File: src/rtl/dtq_pkg.sv
`default_nettype none
package dtq_pkg;

	localparam int SLOTS = 32;
	localparam int IDX_W = $clog2(SLOTS);
	localparam int ORD_W = 6;
	localparam int TIME_W = 32;
	localparam int TAG_W = 8;
	localparam int LEFT_W = 31;

	typedef enum logic [1:0] {
		OP_ADD    = 2'd0,
		OP_CANCEL = 2'd1,
		OP_EXPIRE = 2'd2,
		OP_QUERY  = 2'd3
	} op_t;

	typedef enum logic [2:0] {
		ST_ADDED     = 3'd0,
		ST_FULL      = 3'd1,
		ST_CANCELLED = 3'd2,
		ST_NOT_FOUND = 3'd3,
		ST_FIRED     = 3'd4,
		ST_DONE      = 3'd5,
		ST_NEXT      = 3'd6,
		ST_NONE      = 3'd7
	} status_t;

	// broadcast to every cell for the item in flight
	typedef struct packed {
		op_t                op;
		logic [TIME_W-1:0]  now;
		logic [TAG_W-1:0]   tag;
		logic [ORD_W-1:0]   cnt;
	} mode_t;

	// slot update applied at the end of a scan
	typedef struct packed {
		logic               add;
		logic               clr;
		logic [IDX_W-1:0]   idx;
		logic [TIME_W-1:0]  dl;
		logic [TAG_W-1:0]   tag;
		logic               hnd;
		logic [ORD_W-1:0]   order;
	} wr_t;

	// best-so-far candidate handed from cell to cell
	typedef struct packed {
		logic               valid;
		logic               hit;
		logic [IDX_W-1:0]   idx;
		logic [TIME_W-1:0]  dl;
		logic [ORD_W-1:0]   age;
		logic [TAG_W-1:0]   tag;
		logic               hnd;
	} probe_t;

endpackage
`default_nettype wire

File: src/rtl/dtq_cell.sv
`default_nettype none
module dtq_cell (
	input  wire logic                       clk,
	input  wire logic                       arst_n,
	input  wire logic [dtq_pkg::IDX_W-1:0]  slot_idx,
	input  wire dtq_pkg::mode_t             mode,
	input  wire dtq_pkg::wr_t               wr,
	input  wire dtq_pkg::probe_t            probe_in,
	output dtq_pkg::probe_t                 probe_out
);

	logic                        live_q;
	logic [dtq_pkg::TIME_W-1:0]  dl_q;
	logic [dtq_pkg::TAG_W-1:0]   tag_q;
	logic                        hnd_q;
	logic [dtq_pkg::ORD_W-1:0]   order_q;
	dtq_pkg::probe_t             probe_q;

	logic [dtq_pkg::ORD_W-1:0]   age;
	logic                        take;
	logic                        sel;
	dtq_pkg::probe_t             probe_next;

	assign sel = (wr.idx == slot_idx);

	always_comb begin
		age = mode.cnt - order_q;
		unique case (mode.op)
			dtq_pkg::OP_ADD: begin
				take = !live_q && !probe_in.hit;
			end
			dtq_pkg::OP_CANCEL: begin
				take = live_q && (tag_q == mode.tag) && (!probe_in.hit || age < probe_in.age);
			end
			dtq_pkg::OP_EXPIRE: begin
				take = live_q && (dl_q <= mode.now) && (!probe_in.hit || dl_q < probe_in.dl);
			end
			dtq_pkg::OP_QUERY: begin
				take = live_q && (!probe_in.hit || dl_q < probe_in.dl);
			end
		endcase
	end

	always_comb begin
		probe_next = probe_in;
		if (take) begin
			probe_next.hit = 1'b1;
			probe_next.idx = slot_idx;
			probe_next.dl = dl_q;
			probe_next.age = age;
			probe_next.tag = tag_q;
			probe_next.hnd = hnd_q;
		end
	end

	always_ff @(posedge clk or negedge arst_n) begin
		if (!arst_n) begin
			live_q <= 1'b0;
			probe_q <= '0;
		end else begin
			if (wr.add && sel)
				live_q <= 1'b1;
			else if (wr.clr && sel)
				live_q <= 1'b0;
			probe_q <= probe_next;
		end
	end

	always_ff @(posedge clk) begin
		if (wr.add && sel) begin
			dl_q <= wr.dl;
			tag_q <= wr.tag;
			hnd_q <= wr.hnd;
			order_q <= wr.order;
		end
	end

	assign probe_out = probe_q;

endmodule
`default_nettype wire

File: config.mk
export PLATFORM = sky130hd
export DESIGN_NAME = dtq_cell
export DESIGN_NICKNAME = d
export VERILOG_FILES = /design/src/rtl/dtq_pkg.sv /design/src/rtl/dtq_cell.sv
export SDC_FILE = /design/constraint.sdc
export NUM_CORES = 1
export LEC_CHECK = 0
export BUFFER_PORTS_ARGS = -buffer_cell sky130_fd_sc_hd__buf_2
export CAP_MARGIN = 20
export CORE_MARGIN = 2
export CORE_UTILIZATION = 50
export CTS_CLUSTER_DIAMETER = 50
export DETAILED_ROUTE_END_ITERATION = 6
export PLACE_DENSITY = 0.82
export SKIP_CTS_REPAIR_TIMING = 1
export SLEW_MARGIN = 20
export SYNTH_ARGS = -nofsm -noshare
export SYNTH_HDL_FRONTEND = slang
export SYNTH_SLANG_ARGS = --single-unit
File: constraint.sdc
create_clock -name clk -period 4.7 [get_ports clk]
set_clock_uncertainty 0.15 [all_clocks]
set_input_delay 0.235 -clock clk [delete_from_list [all_inputs] [get_ports clk]]
set_output_delay 0.235 -clock clk [all_outputs]
set_load 0.02 [all_outputs]
# Word level (Yosys, flattened, before mapping)
# Index checks and enable logic that the tools add are counted.
dict set report totals {
  register_bits 102
  in_bits 163
  out_inout_bits 54
  word_cells 39
}
dict set report op_classes {
  n_addsub 1
  n_lt_le_gt_ge 3
  eq_ne 5
  n_mux 4
  n_reduce_logical 14
}
# cell n
set op_table {}
lappend op_table {{$mux 53} 1}
lappend op_table {{$le 32x32->1} 1}
lappend op_table {{$lt 32x32->1} 1}
lappend op_table {{$eq 8x8->1} 1}
lappend op_table {{$logic_and 1x1->1} 8}
lappend op_table {{$lt 6x6->1} 1}
lappend op_table {{$sub 6x6->6} 1}
lappend op_table {{$eq 5x5->1} 1}
lappend op_table {{$eq 2x2->1 const B} 2}
lappend op_table {{$pmux 1 s4} 1}
lappend op_table {{$eq 2x1->1 const B} 1}
lappend op_table {{$logic_not 1->1} 2}
lappend op_table {{$logic_not 2->1} 1}
lappend op_table {{$logic_or 1x1->1} 2}
lappend op_table {{$mux 1} 2}
lappend op_table {{$reduce_bool 2->1} 1}

# Logic depth before layout (Yosys ltp)
# Gate-level depths: netlist of run 1.
dict set report logic_depth {
  ltp_word 6
  mapped_depth 15
}

# Least setup slack after synthesis of run 1
# No wires, ideal clock.
dict set report synth_path {
  path_kind {reg-to-reg}
  startpoint {reg order_q[1] in the netlist's numbering}
  endpoint {reg probe_q (netlist bit probe_out[45])}
  arrival_ns 2.826
  required_time_ns 4.423
  setup_slack_ns 1.597
  stages_incl_launch_ff 14
  path_buffers 1
  cell_sequence {edfxtp_1 inv_1 ha_1 a21o_1 a21oi_1 o21bai_1 a21oi_1 xnor2_1 ha_1 a211o_1 o21ai_0 a32oi_4 buf_6 mux2_1}
}
# element line
set synth_rtl {}
lappend synth_rtl {{start, declared} dtq_cell.sv:16} ;# logic [dtq_pkg::ORD_W-1:0] order_q;
lappend synth_rtl {{start signal, assigned} dtq_cell.sv:74} ;# order_q <= wr.order;
lappend synth_rtl {{end signal, assigned} dtq_cell.sv:65} ;# probe_q <= probe_next;
lappend synth_rtl {{end, declared} dtq_cell.sv:17} ;# dtq_pkg::probe_t probe_q;

==> results.yml, run 1 <==
cts:
  cts_buffer_depth: 2
  numCtsBuffers: 9
  cts_max_level: 3
  clock-root-buffer: "clkbuf_8"
  numClockSinks: 102
  clkTransAtPathRegs_ns: 0.09
  clock_latency_ns: 0.37
  cts_tree: "yes"
power:
  ir_drop_v: 0.0002095
  combinationalPowerShare_pct: 27.0
  leakage_nw: 3.950
  swShare_pct: 29.16
  p_int_mw: 1.559
  switchingPower_mw: 0.6416
  p_clk_share_pct: 25.7
  p_total_mw: 2.200
  powerDensity_nw_per_um2: 274.1
  p_seq_share_pct: 47.2
detailed_routing:
  via_count: 4802
  antenna_left: 0
  drt-total-wl_mm: 16.60
  drt_iter0_drc: 248
  post_drt_wl_per_cell_um: 18.01
  drc_errors: 0
  firstDrtPassIters: 4
  viasPerCell: 5.208
sta:
  setup_viol: 0
  final_max_slew_viol_count: 0
  fmax_ghz: 0.2307
  rsz0062_at_grt: "false"
  setup_ws_ns: 0.3654
  post-route-period-util_pct: 92.23
  period_minus_slack_ns: 4.335
  worst_pin_slew_ns: 0.7667
  hold_viol_final: 0
  slew_headroom_pct: 48.89
  timing.setup.tns_ns: 0
logic_synthesis:
  synth_fp_nets: 684
  synth-seq-area-share_pct: 50.32
  ys_async_sr_fraction_pct: 53.92
  yosysTopAreaCell: "edfxtp_1"
  synth_flop_cell: "dfrtp_1"
  ys_types: 42
  synth-seq-cells: 102
  synth_edf_count: 47
  synthTopCellsByArea: "edfxtp_1, dfrtp_1, ha_1, mux2_2, inv_1"
  syn_inst: 447
  synth_top_area_share_pct: 25.47
  synth.most_common_cell: "inv_1"
  yosys_warnings: 0
  syn_area_per_cell_um2: 12.39
  synth_commonest_cells: "inv_1, ha_1, dfrtp_1"
  syn_area_um2: 5540
global_routing:
  grt_max_degree: 56
  grt_pass1_wl_mm: 21.33
  grt-busiest-layer: "met2"
  use_met2_pct: 45.25
  grtUsageTotal_pct: 23.93
  grt_pass1_vias: 4558
  met3_usage_pct: 4.722
  overflow: 0
  use_met1_pct: 26.41
  antenna_found_initial: 0
place:
  dpl.hpwl_mm: 11.18
  dp_worst_setup_slack_ns: 1.060
  place_congestion: 0.9097
  portBuffers: 216
critical_path:
  path_max_fanout: 18
  worst_ep_arrival_time_ns: 4.43
  crit_path_end_kind: "flip-flop"
  crit_required_ns: 4.79
  reg2reg_slack_ns: 0.44
  path_class: "in -> reg"
  worst_setup_path_start_kind: "input pin"
die:
  die-area_um2: 11940
  row_count: 38
  fp.dieW_um: 109.3
  core-area_um2: 10840
  initial_core_util_pct: 51.11
  io-pin-count: 217
  chipHeight_um: 109.3
hold_path:
  hp-class: "in -> reg"
job:
  cap_violations: 0
final_layout:
  drive_gt1_share_pct: 35.55
  n_antenna_cell: 0
  nets: 1014
  final.fill_count: 701
  syn2layout_area_growth_pct: 44.87
  fin_util_pct: 74.04
run_status:
  status: "complete, no violations"
## cell usage in the layout, fill, tap and decap left out, types with 2 or more instances in the layout
cell type      synthesis  layout
buf_2                  0     216
dlygate4sd3_1          0     104
inv_1                 76      76
ha_1                  73      73
dfrtp_1               55      55
edfxtp_1              47      47
mux2_2                41      41
a21oi_1               25      25
nand3_1               14      14
nand4_1               13      13
xor2_1                11      11
mux2_1                10      10
clkbuf_8               0      10
a21o_1                 9       9
nand2_1                8       8
xnor2_1                7       7
o21ai_0                7       7
nor2_1                 5       5
a211oi_1               5       5
nor3_1                 5       5
nor4_1                 4       4
clkinvlp_4             0       4
o21bai_1               3       3
buf_4                  0       3
a2111oi_0              2       2
o211ai_1               2       2
## layout make-up
type | instances | area [µm²] | share of cell area, %
sequential | 102 | 2788 | 34.73
tap | 140 | 175.2 | 2.182
clock inverter | 5 | 60.06 | 0.7482
clock buffer | 11 | 141.4 | 1.762
inverter | 76 | 285.3 | 3.554
multi-input combinational | 264 | 2412 | 30.05
timing repair buffer | 324 | 2165 | 26.97
## power by group through the flow
stage	logic [mW]	clock network, mW	registers (mW)
2_1_floorplan	0.227	0	1.14
3_3_place_gp	0.492	0	1.05
3_5_place_dp	0.511	0	1.06
4_1_cts	0.514	0.576	1.04
5_1_grt	0.643	0.610	1.05
6_report	0.595	0.566	1.04
## through the flow
step	cell area, µm²	cells	hold slack (ns)
2_1_floorplan	5540	447	-0.2106
3_3_place_gp	6784	802	0.1932
3_5_place_dp	6784	802	0.2068
4_1_cts	6985	818	-0.1906
5_1_grt	8026	922	-0.006475
6_report	8026	922	0.001065
## metal layers
layer	up-vias	part of all wire (%)
met5	-	0
met4	0	3.5
met3	48	6.1
met2	222	53
met1	2276	37
li1	2256	-
## sequential cells by signal, indices dropped and copies added, names as in the netlist
name / count
probe_out: 54
dl_q: 32
tag_q: 8
order_q: 6
hnd_q: 1
live_q: 1
## kinds of logic (layout without fill, tap and decap cells)
kind of cell	Yosys count	after routing	share of synthesized area (%)
xor+xnor	18	18	2.846
buf+inv	81	416	6.165
compound gates	64	64	7.837
fa+ha+maj	74	74	16.85
flops	102	102	50.32
mux	52	52	10.55
simple gates	56	56	5.443
## final timing paths
path | from | endpoint | cells after the start
worst max-delay path | probe_in[45] | probe_out[50]$_DFF_PN0_ | 12
min in group asynchronous | arst_n | probe_out[29]$_DFF_PN0_ | 3
worst min-delay path | slot_idx[0] | probe_out[47]$_DFF_PN0_ | 2
worst min register to register | hnd_q$_DFFE_PP_ | probe_out[0]$_DFF_PN0_ | 1
max in group asynchronous | arst_n | probe_out[0]$_DFF_PN0_ | 3
worst max register to register | order_q[1]$_DFFE_PP_ | probe_out[50]$_DFF_PN0_ | 15
## worst max-delay path, cell delays in order
cell and delay (ns):
dlygate4sd3_1 0.53, buf_2 0.13, inv_1 0.05, ha_1 0.28, and3_1 0.16, nand3_1 0.15
or4_1 0.61, o41a_1 0.42, a32oi_4 0.54, buf_4 0.37, mux2_1 0.36, dlygate4sd3_1 0.57
Power figures use the tool's default switching activity.
==> inputs of run 2 (changes only) <==
--- a/config.mk
+++ b/config.mk
@@ -9,7 +9,6 @@
 export CAP_MARGIN = 20
 export CORE_MARGIN = 2
 export CORE_UTILIZATION = 50
-export CTS_CLUSTER_DIAMETER = 50
 export DETAILED_ROUTE_END_ITERATION = 6
 export PLACE_DENSITY = 0.82
 export SKIP_CTS_REPAIR_TIMING = 1
==> constraint.sdc (replaced) <==
create_clock -name clk -period 4.7 [get_ports clk]
set_clock_uncertainty 0.15 [all_clocks]
set_input_delay 1.41 -clock clk [delete_from_list [all_inputs] [get_ports clk]]
set_output_delay 1.41 -clock clk [all_outputs]
set_load 0.02 [all_outputs]
==> results.yml, run 2 (synthesis results as in run 1) <==
die:
  die-area_um2: 11940
  io-pin-count: 217
  core-area_um2: 10840
  initial_core_util_pct: 51.11
  chipHeight_um: 109.3
  fp.dieW_um: 109.3
  row_count: 38
sta:
  setup_viol: 0
  worst_pin_slew_ns: 0.7378
  fmax_ghz: 0.2401
  final_max_slew_viol_count: 0
  hold_viol_final: 0
  period_minus_slack_ns: 4.166
  post-route-period-util_pct: 88.63
  timing.setup.tns_ns: 0
  rsz0062_at_grt: "false"
  slew_headroom_pct: 50.81
power:
  p_clk_share_pct: 23.7
  switchingPower_mw: 0.5937
  p_seq_share_pct: 51.3
  ir_drop_v: 0.0001800
  leakage_nw: 3.514
  p_int_mw: 1.428
  combinationalPowerShare_pct: 25.0
  p_total_mw: 2.021
  powerDensity_nw_per_um2: 290.6
  swShare_pct: 29.37
final_layout:
  syn2layout_area_growth_pct: 25.54
  final.fill_count: 866
  mostFrequentLayoutCells: "buf_2, inv_1, ha_1"
  drive_gt1_share_pct: 40.86
  n_antenna_cell: 0
  nets: 910
  design_area_um2: 6955
  final_cells: 818
  largest_reg_flops: 54
  final_common_cell: "buf_2"
place:
  placed_area_um2: 6797
  place_congestion: 0.8634
  dp.cells: 802
  portBuffers: 216
  dpl.hpwl_mm: 11.00
cts:
  numClockSinks: 102
  cts_buffer_depth: 2
  clock_latency_ns: 0.37
  cts_max_level: 3
  cts_tree: "yes"
  numCtsBuffers: 9
  clkTransAtPathRegs_ns: 0.08
  clock-root-buffer: "clkbuf_8"
critical_path:
  crit_required_ns: 4.79
  crit_path_end_kind: "flip-flop"
  path_class: "in -> reg"
  worst_ep_arrival_time_ns: 4.26
  worst_setup_path_start_kind: "input pin"
  path_max_fanout: 43
global_routing:
  overflow: 0
  antenna_found_initial: 0
  grt_pass1_vias: 4595
  grt_max_degree: 44
  grtUsageTotal_pct: 23.72
  grt_pass1_wl_mm: 21.27
run_status:
  status: "complete, no violations"
detailed_routing:
  via_count: 4260
  viasPerCell: 5.208
  drt_iter0_drc: 137
  drc_errors: 0
  post_drt_wl_per_cell_um: 16.67
  antenna_left: 0
  firstDrtPassIters: 4
  drt-total-wl_mm: 13.63
job:
  cap_violations: 0
hold_path:
  hp-class: "reg -> reg"
==> run 2: cell types whose count changed in the layout (fill, tap and decap cells not counted), sizes merged <==
cell	previous run	this run
clkinv	0	4
bufinv	1	0
dlygate4sd3	104	0
clkinvlp	4	1
==> run 2: metal layers <==
layer / track usage, % / vias to the layer above / routed length [µm]
li1: - / 2054 / -
met1: 26.62 / 2000 / 5241
met2: 43.17 / 179 / 7030
met3: 4.603 / 27 / 1002
met4: 11.03 / 0 / 357
met5: 0 / - / 0
==> run 2: final cells by class <==
cell class	instances	area, µm²	area share, %
flip-flops and latches	102	2788	40.08
multi-input cells	264	2412	34.68
inverters	76	285.3	4.101
clock buffers	11	131.4	1.889
clock inverters	5	27.53	0.3958
repair buffers	220	1136	16.33
well taps	140	175.2	2.518
==> run 2: critical path, cell delays in order <==
cell and delay [ns]:
buf_2 0.12, ha_1 0.29, a21o_1 0.16, a21oi_1 0.24
o21bai_1 0.09, a21oi_1 0.18, xnor2_1 0.17, ha_1 0.28
a211o_1 0.29, o21ai_0 0.31, a32oi_4 0.11, buf_12 0.26
mux2_1 0.34
==> run 2: power by group through the flow <==
stage          sequential (mW)  combinational [mW]  clock (mW)
3_3_place_gp              1.06               0.490           0
5_1_grt                   1.04               0.554       0.530
3_5_place_dp              1.06               0.510           0
4_1_cts                   1.04               0.511       0.495
6_report                  1.04               0.506       0.478
2_1_floorplan             1.14               0.227           0
==> run 2: worst paths after layout <==
path | startpoint | end | slack (ns) | cells past startpoint
max | mode[1] | probe_out[40]$_DFF_PN0_ | 0.53 | 13
min | hnd_q$_DFFE_PP_ | probe_out[0]$_DFF_PN0_ | 0.34 | 1
max reg2reg | order_q[1]$_DFFE_PP_ | probe_out[40]$_DFF_PN0_ | 1.27 | 13
min reg2reg | hnd_q$_DFFE_PP_ | probe_out[0]$_DFF_PN0_ | 0.34 | 1
max in group asynchronous | arst_n | probe_out[39]$_DFF_PN0_ | 2.60 | 2
min in group asynchronous | arst_n | probe_out[29]$_DFF_PN0_ | 0.95 | 1
==> run 2: stage by stage <==
stage / util (%) / hold WS, ns / worst slack [ns]
2_1_floorplan: - / 0.3055 / 0.5716
3_3_place_gp: 62.70 / 0.3172 / 0.2728
3_5_place_dp: 62.70 / 0.3220 / 0.1462
4_1_cts: 64.16 / 0.3414 / 0.5307
5_1_grt: 64.16 / 0.3622 / 0.3290
6_report: 64.16 / 0.3450 / 0.5344
==> inputs of run 3 (changes only) <==
--- a/config.mk
+++ b/config.mk
@@ -11,6 +11,7 @@
 export CORE_UTILIZATION = 50
 export DETAILED_ROUTE_END_ITERATION = 6
 export PLACE_DENSITY = 0.82
+export REMOVE_ABC_BUFFERS = 1
 export SKIP_CTS_REPAIR_TIMING = 1
 export SLEW_MARGIN = 20
 export SYNTH_ARGS = -nofsm -noshare
==> constraint.sdc (replaced) <==
create_clock -name clk -period 4.8 [get_ports clk]
set_clock_uncertainty 0.15 [all_clocks]
set_input_delay 1.44 -clock clk [delete_from_list [all_inputs] [get_ports clk]]
set_output_delay 1.44 -clock clk [all_outputs]
set_load 0.02 [all_outputs]
==> results.yml, run 3 (synthesis results as in run 1) <==
sta:
  slew_headroom_pct: 53.90
  final_max_slew_viol_count: 0
  post-route-period-util_pct: 91.09
  fmax_ghz: 0.2287
  setup_ws_ns: 0.4279
  rsz0062_at_grt: "false"
  worst_pin_slew_ns: 0.6852
  period_minus_slack_ns: 4.372
  hold_ws_ns: 0.3413
  hold_viol_final: 0
  timing.setup.tns_ns: 0
  setup_viol: 0
place:
  place_congestion: 0.8274
  placed_area_um2: 6784
  portBuffers: 216
  dp_worst_setup_slack_ns: 0.07248
  dp.cells: 802
  dpl.hpwl_mm: 10.71
die:
  die-area_um2: 11940
  fp.dieW_um: 109.3
  row_count: 38
  io-pin-count: 217
  initial_core_util_pct: 51.11
  core-area_um2: 10840
  chipHeight_um: 109.3
critical_path:
  path_class: "in -> reg"
  reg2reg_slack_ns: 1.16
  r2r-start: "order_q[1]$_DFFE_PP_"
  crit_path_end_kind: "flip-flop"
  crit_required_ns: 4.90
  worst_setup_path_start_kind: "input pin"
  crit_start: "mode[1]"
  reg2reg_depth: 13
  path_max_fanout: 34
  worst_ep_arrival_time_ns: 4.48
final_layout:
  syn2layout_area_growth_pct: 25.50
  nets: 910
  final.fill_count: 855
  final_common_cell: "buf_2"
  multi_input_area_um2: 2412
  n_antenna_cell: 0
  ff_latch_area_um2: 2788
  drive_gt1_share_pct: 40.56
  final_cells: 818
  largest_reg_flops: 54
  design_area_um2: 6953
  mostFrequentLayoutCells: "buf_2, inv_1, ha_1"
cts:
  numCtsBuffers: 9
  clock-root-buffer: "clkbuf_8"
  cts_tree: "yes"
  cts_max_level: 3
  clkTransAtPathRegs_ns: 0.09
  numClockSinks: 102
  cts_buffer_depth: 2
  clock_latency_ns: 0.39
power:
  powerDensity_nw_per_um2: 288.2
  p_int_mw: 1.409
  combinationalPowerShare_pct: 24.6
  leakage_nw: 3.507
  p_clk_share_pct: 24.8
  switchingPower_mw: 0.5948
  swShare_pct: 29.68
  p_seq_share_pct: 50.6
  ir_drop_v: 0.0002745
detailed_routing:
  via_count: 4240
  drt-total-wl_mm: 13.44
  drt_iter0_drc: 208
  drc_errors: 0
  viasPerCell: 5.183
  antenna_left: 0
  post_drt_wl_per_cell_um: 16.44
  firstDrtPassIters: 6
global_routing:
  grtUsageTotal_pct: 22.72
  grt_pass1_wl_mm: 20.41
  grt_max_degree: 49
  overflow: 0
  grt_pass1_vias: 4535
  antenna_found_initial: 0
job:
  cap_violations: 0
hold_path:
  holdPathStages: 1
  hp-class: "reg -> reg"
  worstHoldStart: "hnd_q$_DFFE_PP_"
run_status:
  status: "complete, no violations"
run 3: area by class of cell:
| cell class | instances | area share (%) |
|---|---|---|
| clock buffer | 12 | 2.087 |
| multi-input combinational | 264 | 34.69 |
| tap | 140 | 2.519 |
| timing repair buffer | 220 | 16.16 |
| sequential | 102 | 40.09 |
| inverter | 76 | 4.103 |
| clock inverter | 4 | 0.3419 |
run 3: critical path, cell delays in order:
cell      delay (ns)
buf_2           0.12
ha_1            0.30
a21o_1          0.16
a21oi_1         0.26
o21bai_1        0.10
a21oi_1         0.18
xnor2_1         0.17
ha_1            0.30
a211o_1         0.30
o21ai_0         0.34
a32oi_4         0.08
buf_4           0.32
mux2_1          0.39
run 3: layer usage:
| metal | GRT usage, % | routed length (µm) | up-vias | share of wire (%) |
|---|---|---|---|---|
| met1 | 24.60 | 5201 | 2011 | 39 |
| met3 | 7.292 | 980 | 25 | 7.3 |
| met5 | 0 | 0 | - | 0 |
| met4 | 8.137 | 315 | 0 | 2.3 |
| li1 | - | - | 2049 | - |
| met2 | 41.44 | 6946 | 155 | 52 |
run 3: per-stage QoR:
stage	utilization [%]	total power, mW
after floorplan	-	1.321
after global placement	62.58	1.508
after detailed placement	62.58	1.528
after CTS	64.14	2.026
after global routing	64.14	2.105
final	64.14	2.004
run 3: final timing paths:
check | to
worst max register to register | probe_out[50]$_DFF_PN0_
min in group asynchronous | probe_out[5]$_DFF_PN0_
max in group asynchronous | probe_out[37]$_DFF_PN0_
worst max-delay path | probe_out[50]$_DFF_PN0_
worst min-delay path | probe_out[0]$_DFF_PN0_
worst min register to register | probe_out[0]$_DFF_PN0_
run 3: power by group through the flow:
stage	Sequential [mW]	Combinational, mW	Clock [mW]
6_report	1.01	0.493	0.497
5_1_grt	1.02	0.538	0.545
4_1_cts	1.02	0.497	0.513
3_5_place_dp	1.03	0.495	0
3_3_place_gp	1.03	0.476	0
2_1_floorplan	1.11	0.210	0
