--- config.mk ---
export PLATFORM = sky130hd
export DESIGN_NAME = dtq_ctrl
export DESIGN_NICKNAME = d
export VERILOG_FILES = /design/src/rtl/dtq_pkg.sv /design/src/rtl/dtq_ctrl.sv
export SDC_FILE = /design/constraint.sdc
export NUM_CORES = 1
export LEC_CHECK = 0
export ABC_CLOCK_PERIOD_IN_PS = 6700
export BUFFER_PORTS_ARGS = -buffer_cell sky130_fd_sc_hd__buf_2
export CAP_MARGIN = 10
export CORE_MARGIN = 2
export CORE_UTILIZATION = 39
export CTS_BUF_LIST = sky130_fd_sc_hd__clkbuf_8
export DETAILED_ROUTE_END_ITERATION = 8
export MAX_ROUTING_LAYER = met4
export PLACE_DENSITY = 0.61
export SYNTH_ARGS = -nofsm -noshare
export SYNTH_HDL_FRONTEND = slang
export SYNTH_SLANG_ARGS = --single-unit
--- constraint.sdc ---
create_clock -name clk -period 6.7 [get_ports clk]
set_input_delay 0 -clock clk [delete_from_list [all_inputs] [get_ports clk]]
set_output_delay 0 -clock clk [all_outputs]
set_load 0.005 [all_outputs]
--- src/rtl/dtq_pkg.sv ---
`default_nettype none
package dtq_pkg;

	localparam int SLOTS = 32;
	localparam int IDX_W = $clog2(SLOTS);
	localparam int ORD_W = 6;
	localparam int TIME_W = 32;
	localparam int TAG_W = 8;
	localparam int LEFT_W = 31;

	typedef enum logic [1:0] {
		OP_ADD    = 2'd0,
		OP_CANCEL = 2'd1,
		OP_EXPIRE = 2'd2,
		OP_QUERY  = 2'd3
	} op_t;

	typedef enum logic [2:0] {
		ST_ADDED     = 3'd0,
		ST_FULL      = 3'd1,
		ST_CANCELLED = 3'd2,
		ST_NOT_FOUND = 3'd3,
		ST_FIRED     = 3'd4,
		ST_DONE      = 3'd5,
		ST_NEXT      = 3'd6,
		ST_NONE      = 3'd7
	} status_t;

	// broadcast to every cell for the item in flight
	typedef struct packed {
		op_t                op;
		logic [TIME_W-1:0]  now;
		logic [TAG_W-1:0]   tag;
		logic [ORD_W-1:0]   cnt;
	} mode_t;

	// slot update applied at the end of a scan
	typedef struct packed {
		logic               add;
		logic               clr;
		logic [IDX_W-1:0]   idx;
		logic [TIME_W-1:0]  dl;
		logic [TAG_W-1:0]   tag;
		logic               hnd;
		logic [ORD_W-1:0]   order;
	} wr_t;

	// best-so-far candidate handed from cell to cell
	typedef struct packed {
		logic               valid;
		logic               hit;
		logic [IDX_W-1:0]   idx;
		logic [TIME_W-1:0]  dl;
		logic [ORD_W-1:0]   age;
		logic [TAG_W-1:0]   tag;
		logic               hnd;
	} probe_t;

endpackage
`default_nettype wire

--- src/rtl/dtq_ctrl.sv ---
`default_nettype none
module dtq_ctrl (
	input  wire logic                        clk,
	input  wire logic                        arst_n,
	input  wire logic                        in_valid,
	output logic                             in_ready,
	input  wire logic [1:0]                  operation,
	input  wire logic [dtq_pkg::TIME_W-1:0]  now_ms,
	input  wire logic [dtq_pkg::TAG_W-1:0]   request_tag,
	input  wire logic [dtq_pkg::TIME_W-1:0]  timeout_ms,
	input  wire logic                        has_handler,
	output logic                             out_valid,
	input  wire logic                        out_ready,
	output logic [2:0]                       status,
	output logic [dtq_pkg::TAG_W-1:0]        tag_out,
	output logic [dtq_pkg::LEFT_W-1:0]       time_left_ms,
	output logic                             last,
	output dtq_pkg::mode_t                   mode,
	output dtq_pkg::wr_t                     wr,
	output logic                             launch,
	input  wire dtq_pkg::probe_t             probe_end
);

	typedef enum logic [1:0] {
		IDLE,
		SCAN,
		EMIT
	} state_t;

	state_t                        state_q;
	logic                          launch_q;
	dtq_pkg::op_t                  op_q;
	logic [dtq_pkg::TIME_W-1:0]    now_q;
	logic [dtq_pkg::TAG_W-1:0]     tag_q;
	logic [dtq_pkg::TIME_W-1:0]    dl_q;
	logic                          hnd_q;
	logic [dtq_pkg::ORD_W-1:0]     cnt_q;
	dtq_pkg::probe_t               res_q;
	logic                          out_valid_q;
	dtq_pkg::status_t              status_q;
	logic [dtq_pkg::TAG_W-1:0]     tag_out_q;
	logic [dtq_pkg::LEFT_W-1:0]    left_q;
	logic                          last_q;

	logic [dtq_pkg::TIME_W:0]      sum;
	logic [dtq_pkg::TIME_W-1:0]    add_dl;
	logic [dtq_pkg::TIME_W-1:0]    diff;
	logic [dtq_pkg::LEFT_W-1:0]    left;
	logic                          emit_go;
	logic                          rescan;
	logic                          beat_go;

	always_comb begin
		sum = {1'b0, now_ms} + {1'b0, timeout_ms};
		add_dl = sum[dtq_pkg::TIME_W] ? '1 : sum[dtq_pkg::TIME_W-1:0];
		// clamp at zero when already due, saturate to the 31-bit field
		diff = (res_q.dl > now_q) ? (res_q.dl - now_q) : '0;
		left = diff[dtq_pkg::TIME_W-1] ? '1 : diff[dtq_pkg::LEFT_W-1:0];
	end

	assign emit_go = (state_q == EMIT) && (!out_valid_q || out_ready);
	// a due entry was found: free it and rescan
	assign rescan = emit_go && (op_q == dtq_pkg::OP_EXPIRE) && res_q.hit;
	// a due entry without handler frees its slot but loads no beat
	assign beat_go = emit_go && !(rescan && !res_q.hnd);

	always_comb begin
		wr.add = emit_go && (op_q == dtq_pkg::OP_ADD) && res_q.hit;
		wr.clr = emit_go && res_q.hit &&
			((op_q == dtq_pkg::OP_CANCEL) || (op_q == dtq_pkg::OP_EXPIRE));
		wr.idx = res_q.idx;
		wr.dl = dl_q;
		wr.tag = tag_q;
		wr.hnd = hnd_q;
		wr.order = cnt_q;
	end

	always_ff @(posedge clk or negedge arst_n) begin
		if (!arst_n) begin
			state_q <= IDLE;
			launch_q <= 1'b0;
			out_valid_q <= 1'b0;
			cnt_q <= '0;
			op_q <= dtq_pkg::OP_ADD;
			now_q <= '0;
			tag_q <= '0;
			dl_q <= '0;
			hnd_q <= 1'b0;
			res_q <= '0;
			status_q <= dtq_pkg::ST_ADDED;
			tag_out_q <= '0;
			left_q <= '0;
			last_q <= 1'b0;
		end else begin
			launch_q <= ((state_q == IDLE) && in_valid) || rescan;
			if (beat_go)
				out_valid_q <= 1'b1;
			else if (out_ready)
				out_valid_q <= 1'b0;
			unique case (state_q)
				IDLE: begin
					if (in_valid) begin
						op_q <= dtq_pkg::op_t'(operation);
						now_q <= now_ms;
						tag_q <= request_tag;
						dl_q <= add_dl;
						hnd_q <= has_handler;
						state_q <= SCAN;
					end
				end
				SCAN: begin
					if (probe_end.valid) begin
						res_q <= probe_end;
						state_q <= EMIT;
					end
				end
				EMIT: begin
					if (emit_go) begin
						state_q <= rescan ? SCAN : IDLE;
						last_q <= !rescan;
						unique case (op_q)
							dtq_pkg::OP_ADD: begin
								status_q <= res_q.hit ? dtq_pkg::ST_ADDED : dtq_pkg::ST_FULL;
								tag_out_q <= res_q.hit ? tag_q : '0;
								left_q <= '0;
								if (res_q.hit)
									cnt_q <= cnt_q + 1'b1;
							end
							dtq_pkg::OP_CANCEL: begin
								status_q <= res_q.hit ? dtq_pkg::ST_CANCELLED
									: dtq_pkg::ST_NOT_FOUND;
								tag_out_q <= res_q.hit ? tag_q : '0;
								left_q <= '0;
							end
							dtq_pkg::OP_QUERY: begin
								status_q <= res_q.hit ? dtq_pkg::ST_NEXT : dtq_pkg::ST_NONE;
								tag_out_q <= '0;
								left_q <= res_q.hit ? left : '0;
							end
							dtq_pkg::OP_EXPIRE: begin
								left_q <= '0;
								if (res_q.hit) begin
									if (res_q.hnd) begin
										status_q <= dtq_pkg::ST_FIRED;
										tag_out_q <= res_q.tag;
									end
								end else begin
									status_q <= dtq_pkg::ST_DONE;
									tag_out_q <= '0;
								end
							end
						endcase
					end
				end
				default: state_q <= IDLE;
			endcase
		end
	end

	assign in_ready = (state_q == IDLE);
	assign out_valid = out_valid_q;
	assign status = status_q;
	assign tag_out = tag_out_q;
	assign time_left_ms = left_q;
	assign last = last_q;
	assign launch = launch_q;

	always_comb begin
		mode.op = op_q;
		mode.now = now_q;
		mode.tag = tag_q;
		mode.cnt = cnt_q;
	end

endmodule
`default_nettype wire

Yosys cells after proc, flatten, opt, wreduce, memory -nomap -nowiden
Cells that the tools add are included. Widths: inputs -> output; s select.

Register bits after elaboration: 175. Logic and storage cells: 81.

Add/sub/neg operators: 3. Order comparisons: 1. Equality and inequality tests: 9. Mux-type cells: 22. Reductions and logical operators: 28.

Operator list (number): $mux 32 (2); $mux 31 (2); $pmux 31 s2 (1); $add 32x32->33 (1); $gt 32x32->1 (1); $sub 32x32->32 (1); $mux 8 (3); $pmux 8 s3 (1); $pmux 3 s4 (1); $logic_and 1x1->1 (10); $add 6x1->6 const B (1); $eq 2x2->1 const B (3); $mux 1 (6); $mux 2 (3); $mux 3 (2); $ne 2x2->1 const B (3); $pmux 2 s3 (1); $reduce_and 2->1 (3); $reduce_and 3->1 (2); $eq 2x1->1 const B (2); $logic_not 1->1 (4); $logic_not 2->1 (2); $reduce_and 4->1 (1); $logic_or 1x1->1 (3); other kinds (4) (4).

Logic depth before layout (Yosys ltp)
Gate-level depths: netlist of run 1.

Word-level depth: 9. Gate-level depth with buffers: 14. Depth with buffers taken out: 12.

Worst setup path before layout of run 1
No wires, ideal clock.

Path type: register to register. Start point: reg now_q[6] (netlist bit). End point: reg left_q, in the netlist time_left_ms[17]. Library setup time: 0.126 ns. Arrival time: 2.533 ns. Required time: 6.574 ns. Setup slack: 4.041 ns. Stages on the path, launching flop included: 14. Cells stage by stage: dfrtp_1 inv_1 ha_1 nand2_1 nand2_1 o41ai_2 nor3_2 a311oi_2 o41ai_1 xor2_1 and2_4 buf_8 buf_12 a221o_1.

Longest elaborated chain between the ends: 5. Elaborated cells between the ends (all ways): 6. Those cells by class: add/sub (1); order compare (1); mux (4).

Ends and longest elaborated chain: start, declared (line dtq_ctrl.sv:33) `logic [dtq_pkg::TIME_W-1:0] now_q;`; start signal, assigned (line dtq_ctrl.sv:104) `now_q <= now_ms;`; $sub 32x32->32 or $gt 32x32->1 (tied branches) (line dtq_ctrl.sv:57) `diff = (res_q.dl > now_q) ? (res_q.dl - now_q) : '0;`; $mux 32 (*) (line dtq_ctrl.sv:57); $mux 31 (*) (line dtq_ctrl.sv:58) `left = diff[dtq_pkg::TIME_W-1] ? '1 : diff[dtq_pkg::LEFT_W-1:0];`; $mux 31 (*) (line dtq_ctrl.sv:138) `left_q <= res_q.hit ? left : '0;`; $pmux 31 s2 (*) (line dtq_ctrl.sv:121) `unique case (op_q)`; end signal, assigned (line dtq_ctrl.sv:138); end, declared (line dtq_ctrl.sv:42) `logic [dtq_pkg::LEFT_W-1:0] left_q;`.

Mark *: on every way between the ends. The rest lies on a longest branch, timed or not. A chain may end at the register's enable or synchronous reset.

Worst setup path in the final report of run 1
Start point: in now_ms[0] (netlist bit). End point: reg dl_q[31] (netlist bit).

Longest elaborated chain between the ends: 2.

Ends and longest elaborated chain: start, declared (line dtq_ctrl.sv:8) `input wire logic [dtq_pkg::TIME_W-1:0] now_ms,`; $add 32x32->33 (line dtq_ctrl.sv:54) `sum = {1'b0, now_ms} + {1'b0, timeout_ms};`; $mux 32 (line dtq_ctrl.sv:55) `add_dl = sum[dtq_pkg::TIME_W] ? '1 : sum[dtq_pkg::TIME_W-1:0];`; end signal, assigned (line dtq_ctrl.sv:106) `dl_q <= add_dl;`; end, declared (line dtq_ctrl.sv:35) `logic [dtq_pkg::TIME_W-1:0] dl_q;`.

Every way passes these cells.

==> results of run 1 <==
-- stage by stage --
step	setup WS [ns]	cell area (µm²)	total power, mW	cells
2_1_floorplan	4.041	10550	4.439	1036
3_3_place_gp	3.597	11830	5.310	1584
3_5_place_dp	3.568	11830	5.360	1584
4_1_cts	3.134	13240	6.245	1714
5_1_grt	2.904	13240	6.740	1714
6_report	3.051	13240	6.199	1714
-- logic make-up after synthesis --
kind of cell             count (synthesis)  synth area share, %
XOR/XNOR                                61                5.066
AND/OR/NAND/NOR                        244                10.87
adder cells (fa/ha/maj)                 72                8.684
flip-flops                             175                41.52
multiplexers                            48                5.113
AO/OA/AOI/OAI                          312                21.44
buffers and inverters                  124                7.308
-- power groups by stage --
stage	Clock, mW	Sequential, mW	Combinational [mW]
after floorplan	0	1.84	2.60
after global placement	0	1.86	3.45
after detailed placement	0	1.87	3.49
after CTS	0.837	1.85	3.55
after global routing	0.880	1.92	3.94
final	0.808	1.85	3.54
-- cell usage after synthesis (10+ instances only) --
library cell and instances:
dfrtp_1 175, nand2_1 121, ha_1 70, o21ai_0 68, a21oi_1 52, inv_1 50, mux2_2 47, nor2_1 44
xnor2_1 39, a21o_1 32, a221o_1 32, o22a_1 31, buf_4 23, xor2_1 22, clkbuf_1 21, nand3_1 13
buf_6 11, nand4_1 10, nor3_1 10
-- state kept, by name, indices dropped and copies added (netlist names), 2 cells and up --
name	flops
time_left_ms	31
tag_q	8
dl_q	32
now_q	32
op_q	2
cnt_q	6
wr	5
res_q	42
tag_out	8
state_q	2
status	3
-- layout make-up --
cell class	count	area (µm²)
Clock buffer	17	234.0
Sequential cell	175	4379
Clock inverter	15	200.2
Multi-Input combinational cell	737	5399
Tap cell	341	426.7
Inverter	50	187.7
Fill cell	2488	13490
Timing Repair Buffer	379	2414
-- per-layer routing --
| metal | vias up | track usage, % |
|---|---|---|
| met1 | 4245 | 27.41 |
| met3 | 33 | 4.419 |
| met2 | 239 | 34.69 |
| met5 | - | - |
| li1 | 4351 | - |
| met4 | 0 | 5.772 |
-- critical path: stages --
cell	delay, ns
dlygate4sd3_1	0.53
buf_2	0.14
ha_1	0.24
fa_1	0.43
a211o_1	0.32
a211oi_1	0.32
o21a_1	0.27
o21ba_2	0.24
a21oi_2	0.10
a41o_1	0.29
or3b_1	0.35
mux2i_1	0.15
a21oi_1	0.09
dlygate4sd3_1	0.56
-- timing repair --
action / 4_1_cts / 5_1_grt
hold buffers: 98 / 0
hold endpoints to repair: 195 / 0
resized for setup: 0 / 0
setup endpoints to repair: 0 / 0
-- cell usage in the layout, fill, tap and decap left out, drive strengths merged, types with 3 or more instances in the layout --
cell         instances
a21oi               59
nor2b                7
a31oi                9
nand2              124
nor2                44
o41ai                4
o21bai              10
a22oi                9
nand2b               9
clkbuf              18
buf                280
a22o                 8
o21ai               78
nand4               11
xnor2               39
o22a                31
dlygate4sd3         98
o211ai               5
inv                 56
a221o               32
mux2                47
dfrtp              175
a21o                32
and2                 4
a211oi               8
or3                  3
or3b                 3
nor3                12
a211o                3
nand3               14
ha                  70
clkinv               7
o21a                 9
o31ai                4
xor2                22
-- worst max-delay path by stage --
stage                                         to            startpoint  cells after the start
floorplan           time_left_ms[17]$_DFFE_PN0P_  now_q[6]$_DFFE_PN0P_                     13
global placement             dl_q[9]$_DFFE_PN0P_             now_ms[0]                     13
detailed placement           dl_q[8]$_DFFE_PN0P_             now_ms[0]                     13
CTS                         dl_q[31]$_DFFE_PN0P_             now_ms[0]                     14
global route                dl_q[31]$_DFFE_PN0P_             now_ms[0]                     14
finish                      dl_q[31]$_DFFE_PN0P_             now_ms[0]                     14
==> summary.md, run 1 <==
| Metric | Value |
|---|---|
| Status | completed |
| Max-slew violation count | 0 |
| Critical Path AT | 4.02 ns |
| Fin nets | 1,565 |
| Comb power frac | between 50 and 60% |
| Total iterations of the first detailed-routing run | 5 |
| Setup_tns | 0 ns |
| I/O pin count | 281 |
| Highest clock rate | 274.1 MHz |
| Residual DRC count | 0 |
| Final Hold Fails | 0 |
| Vias in the first global route | 8,792 |
| Final Cycle Share | between 50% and 60% |
| Clock power frac | 13.0% |
| Row Count | 60 |
| Ant. Diodes | 0 |
| Mapped Cells | 1,036 |
| Most used DFF post-synth | dfrtp_1 |
| GR Overflow Total | 0 |
| Largest net degree at the start of global routing | ~100 |
| Synth warn | 0 |
| Switching share of power | roughly 44% |
| RSZ-0062 raised after global routing | false |
| CTS H-tree lvls | 4 |
| Power Dens Cells | approximately 470 nW/µm² |
| Min-delay src | in_valid |
| Hold Crit Class | input port to flop |
| Gpl congestion | between 0.8 and 0.9 |
| Clk_lat worst skew | 0.47 ns |
| Die area | 28,370 µm² |
| Share of cells above drive strength 1 | 28.62% |
| Area contributors post-synth | dfrtp_1 42%, ha_1 8.3%, mux2_2 5.0% |
| Clk sink count | 175 |
| Number of max-cap violations | 0 |
| Reg2Reg Depth | 12 |
| ANT nets after route | 0 |
| Yosys cell types | 80 |
| Slack of the worst reg-to-reg path | between 3 and 4 ns |
| Sequential area share after synthesis | 41.52% |
| CTS tree | built |
| Finished Core Util | 49.54% |
| Cell area after synthesis | 10,550 µm² |
| Worst-Margin Slew | 0.9818 ns |
| Critical path type | input port to flop |
| Clock-pin slew on the worst setup and hold paths | 0.11 ns |
| Initial Util | 39.46% |
| DR WL met2 | 13,800 µm |
| Worst reg2reg path startpoint | now_q[0]$_DFFE_PN0P_ |
| Hold path depth | 4 |
| IO Port Bufs | 274 |
| # Post-CTS Setup Buffers | 0 |
| Die Ht | 168.4 µm |
| DR top layer | met4 |
| Layout area overhead | 25.54% |
| Setup Viol. Count Final | 0 |
| Setup crit end kind | flop |
| Iteration-0 DRC Markers | 453 |
| Max_slew headroom | 34.54% |
| Clock Path Buffers | 2 |
| First-pass GRT wire length | 46,760 µm |
| Data required time of the worst path | 7.07 ns |
| Met3 WL | 1491 µm |
| Syn_area_per_cell | 10.18 µm² |
| Clock root cell | clkbuf_8 |
| Yosys reg bits | 175 |
| Worst-path fanout max | 3 |
| Core Box Area | around 27,000 µm² |
| Hold WS | 0.04302 ns |
| Internal power | between 3 and 4 mW |
| Async SR Flop Fraction | 100.0% |
| Max VDD drop | 188.5 µV |
| Top cell type's share of synthesized area | 41.52% |
| Die extent in x | approximately 170 µm |
| Post-synth EDFFs | 0 |
| Mapped Nets | 1,241 |
| Synth area leader | dfrtp_1 |
| Clock skew | 0.01746 ns |
| Worst R2R End | time_left_ms[3]$_DFFE_PN0P_ |
| Routed WL | 29,450 µm |
| Initial antenna violation count | 0 |
| Sw Pwr | 2.717 mW |
| Worst Setup Start Kind | input port |
| Cts bufs inserted | 17 |
| Drt wl/cell | between 15 and 20 µm |
| Endpoint, Worst Hold | tag_q[5]$_DFFE_PN0P_ |
| LEAKAGE | 6.442 nW |
| Vias per inst | slightly above 5 |
| Seq pwr share | between 20% and 30% |
| M1 WL | 13,620 µm |
| GR Util All Layers | 21.43% |
| Final Critical Period | 3.649 ns |
| Via count | 8,868 |
| Final HPWL DP | 21,780 µm |
No activity file was read; power rests on OpenSTA's default activity.
==> run 2: changes to the inputs <==
--- a/config.mk
+++ b/config.mk
@@ -5,7 +5,7 @@
 export SDC_FILE = /design/constraint.sdc
 export NUM_CORES = 1
 export LEC_CHECK = 0
-export ABC_CLOCK_PERIOD_IN_PS = 6700
+export ABC_CLOCK_PERIOD_IN_PS = 3100
 export BUFFER_PORTS_ARGS = -buffer_cell sky130_fd_sc_hd__buf_2
 export CAP_MARGIN = 10
 export CORE_MARGIN = 2
@@ -13,7 +13,7 @@
 export CTS_BUF_LIST = sky130_fd_sc_hd__clkbuf_8
 export DETAILED_ROUTE_END_ITERATION = 8
 export MAX_ROUTING_LAYER = met4
-export PLACE_DENSITY = 0.61
+export PLACE_DENSITY = 0.63
 export SYNTH_ARGS = -nofsm -noshare
 export SYNTH_HDL_FRONTEND = slang
 export SYNTH_SLANG_ARGS = --single-unit
==> constraint.sdc (replaced) <==
create_clock -name clk -period 3.1 [get_ports clk]
set_input_delay 0 -clock clk [delete_from_list [all_inputs] [get_ports clk]]
set_output_delay 0 -clock clk [all_outputs]
set_load 0.005 [all_outputs]
==> run 2 against run 1 <==
Sequential power is 120% higher. Wire length is 2.4% higher. Count of clock-buffer cells in the layout stayed put. Clock skew is 0.0012 ns higher. Final cell count is 1.1% higher. Flip-flop and latch count stayed put. Critical path depth is 2 lower. Setup slack worse by 2.9 ns. Highest routed layer unchanged. Critical path type is now flop to flop. Largest power group unchanged. Largest cell class unchanged.
==> summary.md, run 2 (synthesized netlist as in run 1, its figures left out) <==
| Metric | Value |
|---|---|
| Status | completed (unchanged) |
| Data required time of the worst path | 3.44 ns (was 7.07 ns) |
| Critical path type | flop to flop (was input port to flop) |
| Max_slew headroom | 47.68% (was 34.54%) |
| Clock-pin slew on the worst setup and hold paths | 0.11 ns (about the same) |
| Ant. Diodes | 0 (unchanged) |
| CTS tree | built (unchanged) |
| Max VDD drop | 381.2 µV (was 188.5 µV) |
| Total iterations of the first detailed-routing run | 5 (unchanged) |
| Vias per inst | 5.170 (was 5.174) |
| Power Dens Cells | 1018 nW/µm² (was 468.2 nW/µm²) |
| Layout area overhead | 27.56% (was 25.54%) |
| Gpl congestion | 0.8888 (was 0.8675) |
| Sw Pwr | 6.061 mW (was 2.717 mW) |
| Number of max-cap violations | 0 (unchanged) |
| Grt met3 use | 3.785% (was 4.419%) |
| Hold Crit Class | input port to flop (unchanged) |
| Global route hottest layer | met2 (unchanged) |
| Largest net degree at the start of global routing | 80 (was 101) |
| Clock power frac | 11.7% (was 13.0%) |
| Initial antenna violation count | 0 (unchanged) |
| Tot Pwr | 13.69 mW (was 6.199 mW) |
| Setup Viol. Count Final | 0 (unchanged) |
| Most common cell after layout, fill and taps aside | buf_2 (unchanged) |
| Row Count | 60 (unchanged) |
| Die extent in x | 168.4 µm (unchanged) |
| Final HPWL DP | 22,340 µm (was 21,780 µm) |
| RSZ-0062 raised after global routing | false (unchanged) |
| Clk_lat worst skew | 0.46 ns (was 0.47 ns) |
| Met2 usage | 34.71% (was 34.69%) |
| IO Port Bufs | 274 (unchanged) |
| ANT nets after route | 0 (unchanged) |
| Die area | 28,370 µm² (unchanged) |
| I/O pin count | 281 (unchanged) |
| Comb power frac | 59.0% (was 57.1%) |
| Finished Core Util | 50.34% (was 49.54%) |
| Seq pwr share | 29.3% (was 29.9%) |
| Internal power | 7.628 mW (was 3.482 mW) |
| Residual DRC count | 0 (unchanged) |
| LEAKAGE | 6.510 nW (was 6.442 nW) |
| Largest regs | res_q x42, dl_q x32, now_q x32 (unchanged) |
| GR Util All Layers | 21.63% (was 21.43%) |
| Share of cells above drive strength 1 | 30.70% (was 28.62%) |
| Switching share of power | 44.28% (was 43.83%) |
| Worst Setup Start Kind | flop (was input port) |
| Clock Path Buffers | 2 (unchanged) |
| Vias in the first global route | 8,903 (was 8,792) |
| Worst-Margin Slew | 0.7820 ns (was 0.9818 ns) |
| Routed WL | 30,150 µm (was 29,450 µm) |
| Max reg flops | 42 (unchanged) |
| Final Critical Period | roughly 3 ns |
| Core Box Area | 26,730 µm² (unchanged) |
| Most frequent cells in the layout | 273 x buf_2, 175 x dfrtp_1, 121 x nand2_1 (unchanged) |
| Via count | 8,955 (was 8,868) |
| Initial Util | 39.46% (unchanged) |
| Critical Path AT | 3.30 ns (was 4.02 ns) |
| Met1 Use GR | 28.39% (was 27.41%) |
| Drt wl/cell | 17.41 µm (was 17.18 µm) |
| Final Cycle Share | 95.66% |
| Max-slew violation count | 0 (unchanged) |
| CTS H-tree lvls | 4 (unchanged) |
| Iteration-0 DRC Markers | 464 (was 453) |
| Worst-path fanout max | 8 (was 3) |
| Highest clock rate | roughly 340 MHz |
| Fin nets | 1,583 (was 1,565) |
| Setup crit end kind | flop (unchanged) |
| Clk sink count | 175 (unchanged) |
| Cts bufs inserted | 17 (unchanged) |
| First-pass GRT wire length | 47,350 µm (was 46,760 µm) |
| Most flop-heavy register | res_q (unchanged) |
| GR Overflow Total | 0 (unchanged) |
| Die Ht | 168.4 µm (unchanged) |
| Setup_tns | 0 ns (unchanged) |
| Clock root cell | clkbuf_8 (unchanged) |
| Clock skew | 0.01871 ns (was 0.01746 ns) |
| Final Hold Fails | 0 (unchanged) |
-- run 2: cell count changes in the layout (fill, tap and decap cells not counted), sizes merged --
cell and change:
buf +16, clkinvlp +3, and2 +2, bufinv -2
inv -1
-- run 2: path summary, 6_finish.rpt --
path / startpoint / to / slack, ns / depth (start not counted)
hold reg to reg: hnd_q$_DFFE_PN0P_ / hnd_q$_DFFE_PN0P_ / 0.48 / 2
setup / recovery: now_q[2]$_DFFE_PN0P_ / time_left_ms[20]$_DFFE_PN0P_ / 0.13 / 12
min in group asynchronous: arst_n / now_q[31]$_DFFE_PN0P_ / 0.10 / 2
hold / removal: timeout_ms[3] / dl_q[3]$_DFFE_PN0P_ / 0.06 / 4
setup reg to reg: now_q[2]$_DFFE_PN0P_ / time_left_ms[20]$_DFFE_PN0P_ / 0.13 / 12
max in group asynchronous: arst_n / time_left_ms[18]$_DFFE_PN0P_ / 2.11 / 3
-- run 2: final cells by class --
type / count / area, µm²
sequential: 175 / 4379
inverter: 50 / 187.7
fill: 2539 / 13270
timing repair buffer: 395 / 2571
multi-input combinational: 739 / 5502
clock buffer: 17 / 234.0
tap: 341 / 426.7
clock inverter: 15 / 152.6
-- run 2: layer usage --
metal	up-vias	part of all wire [%]
li1	4398	-
met1	4277	46
met2	254	47
met3	26	5.0
met4	0	1.6
met5	-	0
-- run 2: worst max-delay path, stage by stage (launching register included) --
cell      delay (ns)
dfrtp_1         0.40
inv_1           0.13
ha_4            0.24
o21ai_1         0.16
a21oi_2         0.07
o41ai_4         0.40
nor3_2          0.12
a311oi_4        0.39
o41ai_2         0.14
xor2_1          0.16
buf_4           0.17
and2_4          0.20
a221o_1         0.26
-- run 2: power by group through the flow --
stage | Clock [mW] | Sequential [mW] | Combinational (mW)
global placement | 0 | 4.03 | 7.61
detailed placement | 0 | 4.06 | 7.68
finish | 1.60 | 4.01 | 8.08
global route | 1.74 | 4.15 | 8.99
CTS | 1.65 | 4.02 | 7.83
floorplan | 0 | 3.98 | 5.62
-- run 2: what timing repair did --
item	4_1_cts	5_1_grt
endpoints found under the hold margin	170	0
resized for setup	0	19
buffers inserted	0	3
setup endpoints to repair	0	63
hold buffers	98	0
-- run 2: per-stage QoR --
step / instances / hold slack (ns) / setup WS [ns] / area (µm²)
floorplan: 1036 / -0.2956 / 0.4412 / 10550
global placement: 1597 / 0.09476 / 0.1418 / 11960
detailed placement: 1597 / 0.08829 / 0.09570 / 11960
CTS: 1727 / 0.03231 / 0.04484 / 13330
global route: 1732 / 0.04516 / 0.001283 / 13450
finish: 1732 / 0.06348 / 0.1346 / 13450
